### src/design/mmc3_pkg.sv
// ----------------------------------------------------------------------------
// mmc3_pkg
// Shared types and constants of the MMC3 bank mapper: beat payloads, command
// and target codes, register indexes and CPU and PPU address map boundaries.
// ----------------------------------------------------------------------------
package mmc3_pkg;

    // Bus access commands.
    localparam logic [1:0] CMD_CPU_READ  = 2'd0;
    localparam logic [1:0] CMD_CPU_WRITE = 2'd1;
    localparam logic [1:0] CMD_PPU_READ  = 2'd2;
    localparam logic [1:0] CMD_PPU_WRITE = 2'd3;

    // Target memories.
    localparam logic [1:0] TARGET_NONE    = 2'd0;
    localparam logic [1:0] TARGET_PRG_RAM = 2'd1;
    localparam logic [1:0] TARGET_PRG_ROM = 2'd2;
    localparam logic [1:0] TARGET_CHR     = 2'd3;

    // Configuration register indexes.
    localparam logic [1:0] REG_PRG_BANK_COUNT  = 2'd0;
    localparam logic [1:0] REG_PRG_RAM_PRESENT = 2'd1;
    localparam logic [1:0] REG_CHR_IS_ROM      = 2'd2;

    // Configuration reset values.
    localparam logic [6:0] PRG_BANK_COUNT_RESET = 7'd32;

    // CPU and PPU address map boundaries.
    localparam logic [15:0] ADDR_UNMAPPED  = 16'h4020;
    localparam logic [15:0] ADDR_PRG_RAM   = 16'h6000;
    localparam logic [15:0] ADDR_PRG_ROM   = 16'h8000;
    localparam logic [15:0] ADDR_MIRROR    = 16'hA000;
    localparam logic [15:0] ADDR_PATTERN_END = 16'h2000;

    // Bank register write masks.
    localparam logic [7:0] CHR_2K_MASK = 8'b1111_1110;
    localparam logic [7:0] PRG_MASK    = 8'b0011_1111;

    typedef struct packed {
        logic [1:0]  cmd;
        logic [15:0] bus_address;
        logic [7:0]  write_data;
    } in_item_t;

    typedef struct packed {
        logic [1:0]  target;
        logic [18:0] mapped_address;
        logic        write_enable;
        logic        dropped;
        logic        mirror_horizontal;
    } out_item_t;

    typedef struct packed {
        logic [6:0] prg_bank_count;
        logic       prg_ram_present;
        logic       chr_is_rom;
    } cfg_t;

    // Mapper register updates produced by one access.
    typedef struct packed {
        logic       sel_we;
        logic       bank_we;
        logic [2:0] bank_idx;
        logic       mirror_we;
        logic [7:0] data;
    } map_update_t;

endpackage

### src/design/mmc3_xlate.sv
// ----------------------------------------------------------------------------
// mmc3_xlate
// Decodes one bus access against the current mapper registers: target memory,
// translated address, write enable and drop flags, plus register updates.
// ----------------------------------------------------------------------------
module mmc3_xlate #(
    parameter int unsigned CHR_RAM_BANKS_1K = 8
) (
    input  mmc3_pkg::in_item_t    item,
    input  mmc3_pkg::cfg_t        cfg,
    input  logic [7:0]            sel_byte,
    input  logic [7:0][7:0]       banks,
    input  logic                  mirroring,
    output mmc3_pkg::out_item_t   result,
    output mmc3_pkg::map_update_t update
);

    logic        is_write;
    logic        is_ppu;
    logic [15:0] a;
    logic [12:0] chr_a;
    logic [2:0]  rd_idx;
    logic [7:0]  bank_val;
    logic [17:0] chr_addr;
    logic [5:0]  second_last;
    logic [5:0]  last;
    logic [5:0]  prg_bank;
    logic        swap;
    logic        chr_out_of_range;
    logic [2:0]  wr_idx;

    assign a        = item.bus_address;
    assign is_write = item.cmd[0];
    assign is_ppu   = item.cmd[1];
    assign swap     = sel_byte[6];
    assign chr_a    = a[12:0] ^ {sel_byte[7], 12'd0};

    assign second_last = cfg.prg_bank_count[5:0] - 6'd2;
    assign last        = cfg.prg_bank_count[5:0] - 6'd1;

    // One bank register is read per access: a CHR window or the R6/R7 slot.
    always_comb
    begin
        if (is_ppu)
        begin
            if (!chr_a[12])
                rd_idx = {2'b00, chr_a[11]};
            else
                rd_idx = 3'd2 + {1'b0, chr_a[11:10]};
        end
        else
        begin
            rd_idx = (a[14:13] == 2'b01) ? 3'd7 : 3'd6;
        end
    end

    assign bank_val = banks[rd_idx];

    assign chr_addr = chr_a[12] ? {bank_val, chr_a[9:0]}
                                : {bank_val[7:1], chr_a[10:0]};

    assign chr_out_of_range = {1'b0, chr_addr[17:10]} >= 9'(CHR_RAM_BANKS_1K);

    always_comb
    begin
        unique case (a[14:13])
            2'b00:   prg_bank = swap ? second_last : bank_val[5:0];
            2'b01:   prg_bank = bank_val[5:0];
            2'b10:   prg_bank = swap ? bank_val[5:0] : second_last;
            default: prg_bank = last;
        endcase
    end

    assign wr_idx = sel_byte[2:0];

    always_comb
    begin
        result.target         = mmc3_pkg::TARGET_NONE;
        result.mapped_address = '0;
        result.write_enable   = 1'b0;
        result.dropped        = 1'b0;
        update.sel_we         = 1'b0;
        update.bank_we        = 1'b0;
        update.bank_idx       = wr_idx;
        update.mirror_we      = 1'b0;
        update.data           = item.write_data;

        if (is_ppu)
        begin
            if (a >= mmc3_pkg::ADDR_PATTERN_END)
            begin
                result.dropped = is_write;
            end
            else
            begin
                result.target         = mmc3_pkg::TARGET_CHR;
                result.mapped_address = {1'b0, chr_addr};
                if (is_write)
                begin
                    if (cfg.chr_is_rom || chr_out_of_range)
                        result.dropped = 1'b1;
                    else
                        result.write_enable = 1'b1;
                end
            end
        end
        else if (a < mmc3_pkg::ADDR_UNMAPPED)
        begin
            result.mapped_address = {3'd0, a};
        end
        else if (a < mmc3_pkg::ADDR_PRG_RAM)
        begin
            result.dropped = is_write;
        end
        else if (a < mmc3_pkg::ADDR_PRG_ROM)
        begin
            if (cfg.prg_ram_present)
            begin
                result.target         = mmc3_pkg::TARGET_PRG_RAM;
                result.mapped_address = {6'd0, a[12:0]};
                result.write_enable   = is_write;
            end
            else
            begin
                result.dropped = is_write;
            end
        end
        else if (!is_write)
        begin
            result.target         = mmc3_pkg::TARGET_PRG_ROM;
            result.mapped_address = {prg_bank, a[12:0]};
        end
        else if (a < mmc3_pkg::ADDR_MIRROR)
        begin
            if (a[0])
            begin
                update.bank_we = 1'b1;
                if (wr_idx < 3'd2)
                    update.data = item.write_data & mmc3_pkg::CHR_2K_MASK;
                else if (wr_idx > 3'd5)
                    update.data = item.write_data & mmc3_pkg::PRG_MASK;
            end
            else
            begin
                update.sel_we = 1'b1;
            end
        end
        else if (a[14:13] == 2'b01)
        begin
            update.mirror_we = ~a[0];
        end

        // Mirroring as it stands after this access.
        result.mirror_horizontal = update.mirror_we ? item.write_data[0] : mirroring;
    end

endmodule

### src/design/mmc3_bank_mapper.sv
// ----------------------------------------------------------------------------
// mmc3_bank_mapper
// MMC3 bank switching: translates CPU and PPU bus accesses into PRG RAM,
// PRG ROM and CHR addresses and tracks the bank and mirroring registers.
// ----------------------------------------------------------------------------
// Usage:
// The input channel (in_valid, in_stall, in_data) carries one bus access per
// beat: command, bus address and write data. The output channel (out_valid,
// out_stall, out_data) returns exactly one result beat per access, in order:
// target memory, mapped address, write enable, drop flag and the mirroring
// bit as it stands after the access.
// An accepted beat is registered in the input register, translated by the
// combinational logic and registered again in the result register. One beat
// is accepted per cycle, sustained, while the receiver does not stall: the
// single pass from the input register through the translation logic to the
// result register is the whole job. Register writes take effect for the very
// next beat. When the receiver stalls, the result register holds; the input
// register still takes one more beat and then in_stall rises until the
// result moves. Reset clears both pipeline stages, the select byte, the
// eight bank registers and mirroring, and loads the configuration defaults
// (32 PRG banks, PRG RAM present, CHR ROM). The APB port is to be written
// only while idle; the user must see to that, as the block has no guard.
// ----------------------------------------------------------------------------
module mmc3_bank_mapper #(
    parameter int unsigned CHR_RAM_BANKS_1K = 8
) (
    input  logic                clk,
    input  logic                rst_n,

    input  logic                in_valid,
    output logic                in_stall,
    input  mmc3_pkg::in_item_t  in_data,

    output logic                out_valid,
    input  logic                out_stall,
    output mmc3_pkg::out_item_t out_data,

    input  logic                psel,
    input  logic                penable,
    input  logic                pwrite,
    input  logic [3:0]          paddr,
    input  logic [31:0]         pwdata,
    output logic [31:0]         prdata,
    output logic                pready
);

    mmc3_pkg::cfg_t        cfg_reg;
    mmc3_pkg::in_item_t    in_item_reg;
    mmc3_pkg::out_item_t   out_item_reg;
    mmc3_pkg::out_item_t   result;
    mmc3_pkg::map_update_t update;

    logic                  in_valid_reg;
    logic                  out_valid_reg;
    logic                  advance;
    logic                  fire;
    logic                  cfg_write;
    logic [7:0]            sel_byte_reg;
    logic [7:0][7:0]       bank_regs_reg;
    logic                  mirroring_reg;

    // The result stage moves whenever it is empty or being taken.
    assign advance  = !out_valid_reg || !out_stall;
    assign fire     = advance && in_valid_reg;
    assign in_stall = in_valid_reg && !advance;

    assign out_valid = out_valid_reg;
    assign out_data  = out_item_reg;

    // Configuration port. Writes complete in the access phase; pready is
    // tied high so no wait states are inserted.
    assign pready    = 1'b1;
    assign cfg_write = psel && penable && pwrite;

    always_comb
    begin
        unique case (paddr[3:2])
            mmc3_pkg::REG_PRG_BANK_COUNT:  prdata = {25'd0, cfg_reg.prg_bank_count};
            mmc3_pkg::REG_PRG_RAM_PRESENT: prdata = {31'd0, cfg_reg.prg_ram_present};
            mmc3_pkg::REG_CHR_IS_ROM:      prdata = {31'd0, cfg_reg.chr_is_rom};
            default:                       prdata = '0;
        endcase
    end

    always_ff @(posedge clk or negedge rst_n)
    begin
        if (!rst_n)
        begin
            cfg_reg.prg_bank_count  <= mmc3_pkg::PRG_BANK_COUNT_RESET;
            cfg_reg.prg_ram_present <= 1'b1;
            cfg_reg.chr_is_rom      <= 1'b1;
        end
        else if (cfg_write)
        begin
            unique case (paddr[3:2])
                mmc3_pkg::REG_PRG_BANK_COUNT:  cfg_reg.prg_bank_count  <= pwdata[6:0];
                mmc3_pkg::REG_PRG_RAM_PRESENT: cfg_reg.prg_ram_present <= pwdata[0];
                mmc3_pkg::REG_CHR_IS_ROM:      cfg_reg.chr_is_rom      <= pwdata[0];
                default:                       ;
            endcase
        end
    end

    // Input register: holds the access being translated this cycle.
    always_ff @(posedge clk or negedge rst_n)
    begin
        if (!rst_n)
            in_valid_reg <= 1'b0;
        else if (!in_stall)
            in_valid_reg <= in_valid;
    end

    always_ff @(posedge clk)
    begin
        if (in_valid && !in_stall)
            in_item_reg <= in_data;
    end

    mmc3_xlate #(
        .CHR_RAM_BANKS_1K (CHR_RAM_BANKS_1K)
    ) u_xlate (
        .item      (in_item_reg),
        .cfg       (cfg_reg),
        .sel_byte  (sel_byte_reg),
        .banks     (bank_regs_reg),
        .mirroring (mirroring_reg),
        .result    (result),
        .update    (update)
    );

    // Result register.
    always_ff @(posedge clk or negedge rst_n)
    begin
        if (!rst_n)
            out_valid_reg <= 1'b0;
        else if (advance)
            out_valid_reg <= in_valid_reg;
    end

    always_ff @(posedge clk)
    begin
        if (fire)
            out_item_reg <= result;
    end

    // Mapper registers change at the edge that registers the access's
    // result, so the next access already sees the new banks.
    always_ff @(posedge clk or negedge rst_n)
    begin
        if (!rst_n)
        begin
            sel_byte_reg  <= '0;
            bank_regs_reg <= '0;
            mirroring_reg <= 1'b0;
        end
        else if (fire)
        begin
            if (update.sel_we)
                sel_byte_reg <= update.data;
            if (update.bank_we)
                bank_regs_reg[update.bank_idx] <= update.data;
            if (update.mirror_we)
                mirroring_reg <= update.data[0];
        end
    end

endmodule

### config.mk
export PLATFORM = sky130hd
export DESIGN_NAME = mmc3_bank_mapper
export DESIGN_NICKNAME = d
export VERILOG_FILES = /design/src/design/mmc3_pkg.sv /design/src/design/mmc3_xlate.sv /design/src/design/mmc3_bank_mapper.sv
export SDC_FILE = /design/constraint.sdc
export NUM_CORES = 1
export LEC_CHECK = 0
export BUFFER_PORTS_ARGS = -buffer_cell sky130_fd_sc_hd__buf_2
export CORE_AREA = 10 10 156 158
export CTS_CLUSTER_DIAMETER = 30
export CTS_CLUSTER_SIZE = 28
export DETAILED_ROUTE_END_ITERATION = 10
export DIE_AREA = 0 0 166 168
export GPL_ROUTABILITY_DRIVEN = 0
export MAX_ROUTING_LAYER = met4
export PLACE_DENSITY = 0.57
export SYNTH_ARGS = -nofsm -noshare
export SYNTH_HDL_FRONTEND = slang
export SYNTH_SLANG_ARGS = --single-unit
### constraint.sdc
create_clock -name clk -period 3.01 [get_ports clk]
set_clock_uncertainty 0.15 [all_clocks]
set_input_delay 0 -clock clk [delete_from_list [all_inputs] [get_ports clk]]
set_output_delay 0 -clock clk [all_outputs]
set_load 0.1 [all_outputs]
==> flow_summary.ini, run 1 <==
[outcome]
status = finished, final reports clean

[timing]
min_period_ps = 2830
finalMaxSlewViolations = 0
maxSlewHeadroom_pct = 52.5
setup_viol = 0
fmax_mhz = 353
tns_ps = 0
tightestPinTransition_ps = 710
finalCritPeriodShare_pct = 94.1
rsz0062_at_grt = false
whs_ps = 10.2
finalHoldViolations = 0

[critical_path]
cp_slowest_cell = nor2b_1
required_ps = 3030
startpoint = in_item_reg[22]
critPathLaunchType = flip-flop
crit_fanout = 7
slowest_delay_ps = 580
crit_chain = nor2b_1 > o22a_1 > a21bo_2 > a21oi_1 > or4_1 > o311a_1
critPathKind = reg -> reg
cp-end-kind = flip-flop
rr_startpoint = in_item_reg[22]
timing.critical_path.arrival_ps = 2850

[cts]
htree_num_levels = 4
clk_pin_slew_ps = 60
cts_tree = yes
post_cts_buffers = 0
root_buffer = clkbuf_16
clk_path_buf_depth = 2
clkSinkCount = 131
clk_latency_ps = 420
cts_buffers = 17

[synthesis]
synthXorXnorAreaFrac_pct = 1.26
ys_types = 61
synthTopCellsByCount = dfrtp_1 (78), edfxtp_1 (50), mux2_2 (46)
synth_mux_area_share_pct = 14.0
synth_seq_cells = 131
yosysTopAreaCell = dfrtp_1
netlist_area_um2 = 6250
synthDominantCellAreaShare_pct = 31.2
async_flop_share_pct = 61.8
synth_most_common_cell = dfrtp_1
synthCells = 524
syn_avg_cell_area_um2 = 11.9
synthFlopType = dfrtp_1
synth_compound_area_share_pct = 9.26
ys_warn_count = 0
synthTopCellsByArea = dfrtp_1 (31%), edfxtp_1 (24%), mux2_2 (8.3%), buf_4 (3.1%), mux2_1 (2.9%)
synth_enable_flop_cells = 50
synth_top_family_by_area = multiplexers
synthSimpleGateAreaFrac_pct = 12.9
ys_seq_area_share_pct = 56.5
synth-adder-area-share_pct = 0.600

[global_routing]
antenna_found_initial = 0
grt_pass1_wl_um = 25900
grt_max_degree = 34
grt.overflow.total = 0
grt_pass1_vias = 4693
track_usage_pct = 12.0

[finish]
nNetsFinal = 740
syn_to_final_growth_pct = 30.7
largest_register_ffs = 64
fin_area_um2 = 8180
layout-drive-gt1-share_pct = 28.2
insertedDiodeCount = 0

[place]
place_area_um2 = 6990
port_buffers = 74
dp_hpwl_um = 11500

[pwr]
finalPower_mw = 5.48
ir_drop_uv = 328
p_leak_nw = 3.63
powerDensity_nw_per_um2 = 670

[floorplan]
die_x_um = 166
num_rows = 54
die_h_um = 168
core_area_um2 = 21400
initial_core_util_pct = 29.2
die-area_um2 = 27900
io_pins = 128

[hold_path]
holdCritPathClass = in -> async

[drt]
dr_wl_met3_um = 897
dr_wl_met2_um = 7480
drtIter0Drc = 192
routed_wirelength_um = 15900
vias_per_cell = 4.61
wl_met1_um = 7200
drc = 0
wire_per_inst_um = 16.6
routed.top_layer = met4
first_pass_iters = 4
num_vias = 4431
ant_nets = 0

[flow_run]
maxCapViolations = 0
-- power breakdown --
| group | total [mW] | switching [mW] | internal [mW] |
|---|---|---|---|
| combinational | 1.00 | 0.724 | 0.279 |
| clock | 2.39 | 0.759 | 1.63 |
| sequential | 2.09 | 0.102 | 1.99 |
-- worst max-delay path: cells and delay by family (launching register included) --
family | cells | cell delay, ps
compound gates | 4 | 840
flops | 1 | 440
simple gates | 2 | 1150
-- cell usage in the layout (no fill, tap or decap), types with 3 or more instances in the layout --
cell type | Yosys | routed
a211oi_1 | 3 | 3
a21o_1 | 4 | 4
a21oi_1 | 5 | 5
a221oi_1 | 3 | 3
a31oi_1 | 6 | 6
and2_1 | 12 | 12
buf_2 | 4 | 73
buf_4 | 26 | 31
bufinv_16 | 0 | 7
clkbuf_16 | 0 | 17
clkinv_4 | 0 | 3
conb_1 | 2 | 26
dfrtp_1 | 78 | 78
dfstp_2 | 3 | 3
dlygate4sd3_1 | 0 | 47
edfxtp_1 | 50 | 50
ha_1 | 3 | 3
inv_1 | 9 | 9
mux2_1 | 16 | 16
mux2_2 | 46 | 46
mux2i_1 | 12 | 12
nand2_1 | 41 | 41
nand2b_1 | 9 | 9
nand3_1 | 16 | 16
nand3b_1 | 3 | 3
nand4_1 | 4 | 4
nor2_1 | 25 | 25
nor2b_1 | 22 | 22
nor3_1 | 9 | 9
nor3b_1 | 3 | 3
o21ai_0 | 33 | 33
o22ai_1 | 5 | 5
o31ai_1 | 6 | 6
or3_1 | 3 | 3
xor2_1 | 6 | 6
-- logic make-up after synthesis --
kind of cell               Yosys count
and+or+nand+nor                    154
adders and majority gates            3
other                                2
muxes                               77
xor gates and xnor gates             9
DFF                                131
buffers and inverters               60
AOI/OAI and AO/OA                   88
-- area by class of cell --
cell class,count,area [um2]
timing repair buffer,152,1090
clock buffer,17,425
multi-input combinational,357,2480
sequential,131,3530
tap,280,350
inverter,9,33.8
fill,2069,13200
clock inverter,15,262
-- layer usage --
metal	vias to the layer above	GRT usage [%]
met4	0	5.28
met5	-	-
li1	2154	-
met1	2141	14.2
met2	111	18.6
met3	25	3.54
-- per-stage QoR --
stage	setup WS, ps	util, %	instances
2_1_floorplan	147	-	548
3_3_place_gp	193	32.6	881
3_5_place_dp	173	32.6	881
4_1_cts	155	38.1	961
5_1_grt	47.1	38.2	961
6_report	179	38.2	961
-- path summary, 6_finish.rpt --
check	endpoint	slack (ps)	depth (start not counted)
max in group asynchronous	bank_regs_reg[50]	2310	3
worst max register to register	out_data[1]	180	6
worst min register to register	bank_regs_reg[22]	320	2
worst max-delay path	out_data[1]	180	6
worst min-delay path	cfg_reg[7]	10	2
min in group clk	cfg_reg[7]	110	5
-- what timing repair did --
item                                   CTS  global route
hold buffers                            48             0
endpoints found under the hold margin  119             0
resized for setup                        0             1
setup endpoints to repair                0             1
No activity file was read; power rests on OpenSTA's default activity.
==> run 2, diff against run 1 <==
- clock period: 3.01 -> 3.2 ns (I/O delays scaled with it)
==> flow_summary.ini, run 2 (synthesized netlist as in run 1, its figures left out) <==
[timing]
tns_ps = 0
fmax_mhz = 347
finalCritPeriodShare_pct = 90.1
min_period_ps = 2880
finalHoldViolations = 0
tightestPinTransition_ps = 1050
rsz0062_at_grt = false
maxSlewHeadroom_pct = 30.0
finalMaxSlewViolations = 0
setup_viol = 0

[global_routing]
antenna_found_initial = 0
grt_max_degree = 82
grt_pass1_wl_um = 25700
track_usage_pct = 11.8
grt.overflow.total = 0
grt_pass1_vias = 4669

[cts]
clkSinkCount = 131
root_buffer = clkbuf_16
htree_num_levels = 4
cts_resized = 0
post_cts_buffers = 0
clk_pin_slew_ps = 60
cts_tree = yes
cts_buffers = 17
clk_path_buf_depth = 2
clk_latency_ps = 420

[critical_path]
r2r_slack_ps = 320
crit_fanout = 4
path_buf_inv = 0
cp_slowest_cell = mux4_2
crit_chain = xor2_1 > mux4_2 > a211o_1 > or4_1 > o311a_1
slowest_delay_ps = 590
cp_top_family = compound AO/OA/AOI/OAI gates
critPathLaunchType = flip-flop
timing.critical_path.arrival_ps = 2910
critPathKind = reg -> reg
required_ps = 3220
cp-end-kind = flip-flop

[finish]
layout_common_cells = dfrtp_1 (78), buf_2 (73), edfxtp_1 (50), dlygate4sd3_1 (47), mux2_2 (46)
insertedDiodeCount = 0
final_common_cell = dfrtp_1
seqCellArea_um2 = 3530
multi_input_area_um2 = 2480
layout-drive-gt1-share_pct = 27.4
syn_to_final_growth_pct = 29.3
nNetsFinal = 733
largest_register_ffs = 64
fin_area_um2 = 8090
n_fill_cell = 2103

[flow_run]
maxCapViolations = 0

[floorplan]
die-area_um2 = 27900
num_rows = 54
die_h_um = 168
initial_core_util_pct = 29.2
io_pins = 128
core_area_um2 = 21400
die_x_um = 166

[place]
dp_hpwl_um = 11200
place_area_um2 = 6950
port_buffers = 74

[drt]
drc = 0
ant_nets = 0
vias_per_cell = 4.62
num_vias = 4409
first_pass_iters = 4
routed_wirelength_um = 15700
wire_per_inst_um = 16.4
drtIter0Drc = 285

[pwr]
powerDensity_nw_per_um2 = 631
p_leak_nw = 3.58
finalPower_mw = 5.11
ir_drop_uv = 392

[hold_path]
holdCritPathClass = in -> reg

[outcome]
status = finished, final reports clean
## run 2: worst paths after layout
kind / endpoint / from / cells after the start
worst min-delay path: cfg_reg[7] / penable / 5
worst min register to register: bank_regs_reg[22] / bank_regs_reg[22] / 2
min in group asynchronous: bank_regs_reg[38] / rst_n / 2
max in group asynchronous: bank_regs_reg[0] / rst_n / 2
worst max-delay path: out_data[1] / in_item_reg[20] / 5
worst max register to register: out_data[1] / in_item_reg[20] / 5
## run 2: metal layers
metal  up-vias  GRT usage (%)  part of all wire, %
li1       2127              -                    -
met1      2130           14.4                   45
met2       120           18.1                   47
met3        32           3.26                  5.5
met4         0           4.93                  2.5
met5         -              -                    0
## run 2: cell type report
| cell class | instances | area share (%) |
|---|---|---|
| sequential | 131 | 43.7 |
| timing repair buffer | 145 | 12.7 |
| inverter | 9 | 0.418 |
| clock buffer | 19 | 5.48 |
| tap | 280 | 4.33 |
| clock inverter | 13 | 2.83 |
| multi-input combinational | 357 | 30.6 |
## run 2: metrics by stage
step / hold WS (ps) / util, % / cells / setup slack, ps
detailed placement: 28.1 / 32.4 / 875 / 340
finish: 108 / 37.8 / 954 / 316
CTS: 101 / 37.8 / 954 / 326
floorplan: -446 / - / 548 / 337
global placement: 28.7 / 32.4 / 875 / 337
global route: 137 / 37.8 / 954 / 70.0
## run 2: worst register-to-register path, stage by stage, from the launching register on
cell and delay (ps):
edfxtp_1 480, xor2_1 300, mux4_2 590, a211o_1 300, or4_1 450, o311a_1 380
## run 2: where the power goes
part,total [mW],internal [mW],switching [mW],leakage (nW)
clock,2.21,1.48,0.731,0.324
combinational,0.928,0.252,0.675,1.67
sequential,1.97,1.87,0.0955,1.59
total,5.11,3.60,1.50,3.58
## run 2: timing repair
| item | 4_1_cts | 5_1_grt |
|---|---|---|
| setup endpoints to repair | 0 | 0 |
| endpoints found under the hold margin | 116 | 0 |
| hold buffers | 47 | 0 |
==> run 3, diff against run 2 <==
- CTS_BUF_LIST: unset -> sky130_fd_sc_hd__clkbuf_8
==> flow_summary.ini, run 3 (synthesized netlist as in run 1, its figures left out) <==
[pwr]
ir_drop_uv = 232
p_leak_nw = 3.50
power_switching_mw = 1.43
powerDensity_nw_per_um2 = 579
p_sw_share_pct = 31.2
clockPowerShare_pct = 36.8
comb_power_share_pct = 20.3
p_seq_share_pct = 42.9
p_int_mw = 3.14

[critical_path]
required_ps = 3250
crit_chain = xor2_1 > mux4_2 > a211o_1 > or4_1 > o311a_1
crit_fanout = 4
cp-end-kind = flip-flop
slowest_delay_ps = 580
rr_startpoint = in_item_reg[20]
critPathLaunchType = flip-flop
r2r-end = out_data[1]
r2r_slack_ps = 330
critPathKind = reg -> reg
cp_slowest_cell = mux4_2
timing.critical_path.arrival_ps = 2920
r2r_cells = 5

[floorplan]
core_area_um2 = 21400
initial_core_util_pct = 29.2
die_h_um = 168
io_pins = 128
die_x_um = 166
num_rows = 54
die-area_um2 = 27900

[drt]
routed.top_layer = met4
drtIter0Drc = 286
ant_nets = 0
dr_wl_met2_um = 7340
vias_per_cell = 4.62
dr_wl_met3_um = 838
routed_wirelength_um = 15600
first_pass_iters = 4
wl_met1_um = 7060
num_vias = 4410
drc = 0
wire_per_inst_um = 16.4

[cts]
htree_num_levels = 4
cts_buffers = 17
clk_path_buf_depth = 2
cts_tree = yes
clk_pin_slew_ps = 80
clkSinkCount = 131
clk_latency_ps = 440
root_buffer = clkbuf_8

[timing]
finalMaxSlewViolations = 0
min_period_ps = 2870
maxSlewHeadroom_pct = 29.3
fmax_mhz = 348
finalCritPeriodShare_pct = 89.7
tightestPinTransition_ps = 1060
finalHoldViolations = 0
whs_ps = 87.2
tns_ps = 0
postLayoutSetupSlackWorst_ps = 329
setup_viol = 0
rsz0062_at_grt = false

[outcome]
status = finished, final reports clean

[place]
dp_hpwl_um = 11200
port_buffers = 74
dpl.cell_count = 875
dp_slack_ps = 340

[finish]
largest_register_ffs = 64
final_common_cell = dfrtp_1
layout_common_cells = dfrtp_1 (78), buf_2 (73), edfxtp_1 (50), dlygate4sd3_1 (47), mux2_2 (46)
final_core_util_pct = 36.9
n_fill_cell = 2122
syn_to_final_growth_pct = 26.3
stdcell_count = 954
layout-drive-gt1-share_pct = 27.4
nNetsFinal = 733
insertedDiodeCount = 0

[hold_path]
hp-start = penable
min_path_cells = 5
whs_endpoint = cfg_reg[7]
holdCritPathClass = in -> reg

[global_routing]
track_usage_pct = 11.6
antenna_found_initial = 0
grt_pass1_wl_um = 25400
grt_max_degree = 82
grt.overflow.total = 0
grt_pass1_vias = 4678

[flow_run]
maxCapViolations = 0
==> run 3: changes by cell type in the layout (fill, tap and decap cells not counted), sizes merged <==
cell | previous run | this run
clkbuf | 19 | 18
inv | 11 | 12
==> run 3: how the worst max path moves through the flow <==
stage | cells after the start | end | slack (ps) | from
after floorplan | 2 | prdata[0] | 340 | cfg_reg[1]
after global placement | 5 | out_data[1] | 340 | in_item_reg[20]
final | 5 | out_data[1] | 330 | in_item_reg[20]
after global routing | 6 | out_data[1] | 70 | in_item_reg[20]
after CTS | 5 | out_data[1] | 330 | in_item_reg[20]
after detailed placement | 5 | out_data[1] | 340 | in_item_reg[20]
==> run 3: final cells by class <==
class / count / area [um2] / area share [%]
Multi-Input combinational cell: 357 / 2480 / 31.4
Sequential cell: 131 / 3530 / 44.7
Timing Repair Buffer: 145 / 1020 / 13.0
Tap cell: 280 / 350 / 4.44
Clock buffer: 18 / 248 / 3.14
Clock inverter: 14 / 233 / 2.95
Inverter: 9 / 33.8 / 0.428
==> run 3: power by group through the flow <==
stage	Sequential (mW)	Clock [mW]	Combinational, mW
detailed placement	2.00	0	0.879
global route	1.98	1.79	0.995
floorplan	2.15	0	0.549
finish	1.96	1.68	0.926
CTS	1.96	1.73	0.933
global placement	2.00	0	0.875
==> run 3: metal layers <==
metal  GRT usage, %  up-vias
met5              -        -
met4           4.66        0
met2           17.9      124
met1           14.3     2139
li1               -     2118
met3           3.12       29
==> run 3: through the flow <==
step / instance area [um2] / power, mW
after global routing: 7900 / 4.77
after floorplan: 6340 / 2.70
after CTS: 7900 / 4.62
after detailed placement: 6950 / 2.88
final: 7900 / 4.57
after global placement: 6950 / 2.87
==> run 3: timing repair <==
item                      in CTS  in global routing
hold buffers                  47                  0
hold endpoints to repair     116                  0
buffers inserted               0                  0
gates resized for setup        0                  0
==> run 3: critical path, delay by kind of cell, from the launching register on <==
family | cells | cell delay (ps)
multiplexers | 1 | 580
XOR/XNOR | 1 | 290
AND/OR/NAND/NOR | 1 | 440
AO/OA/AOI/OAI | 2 | 670
flip-flops | 1 | 490
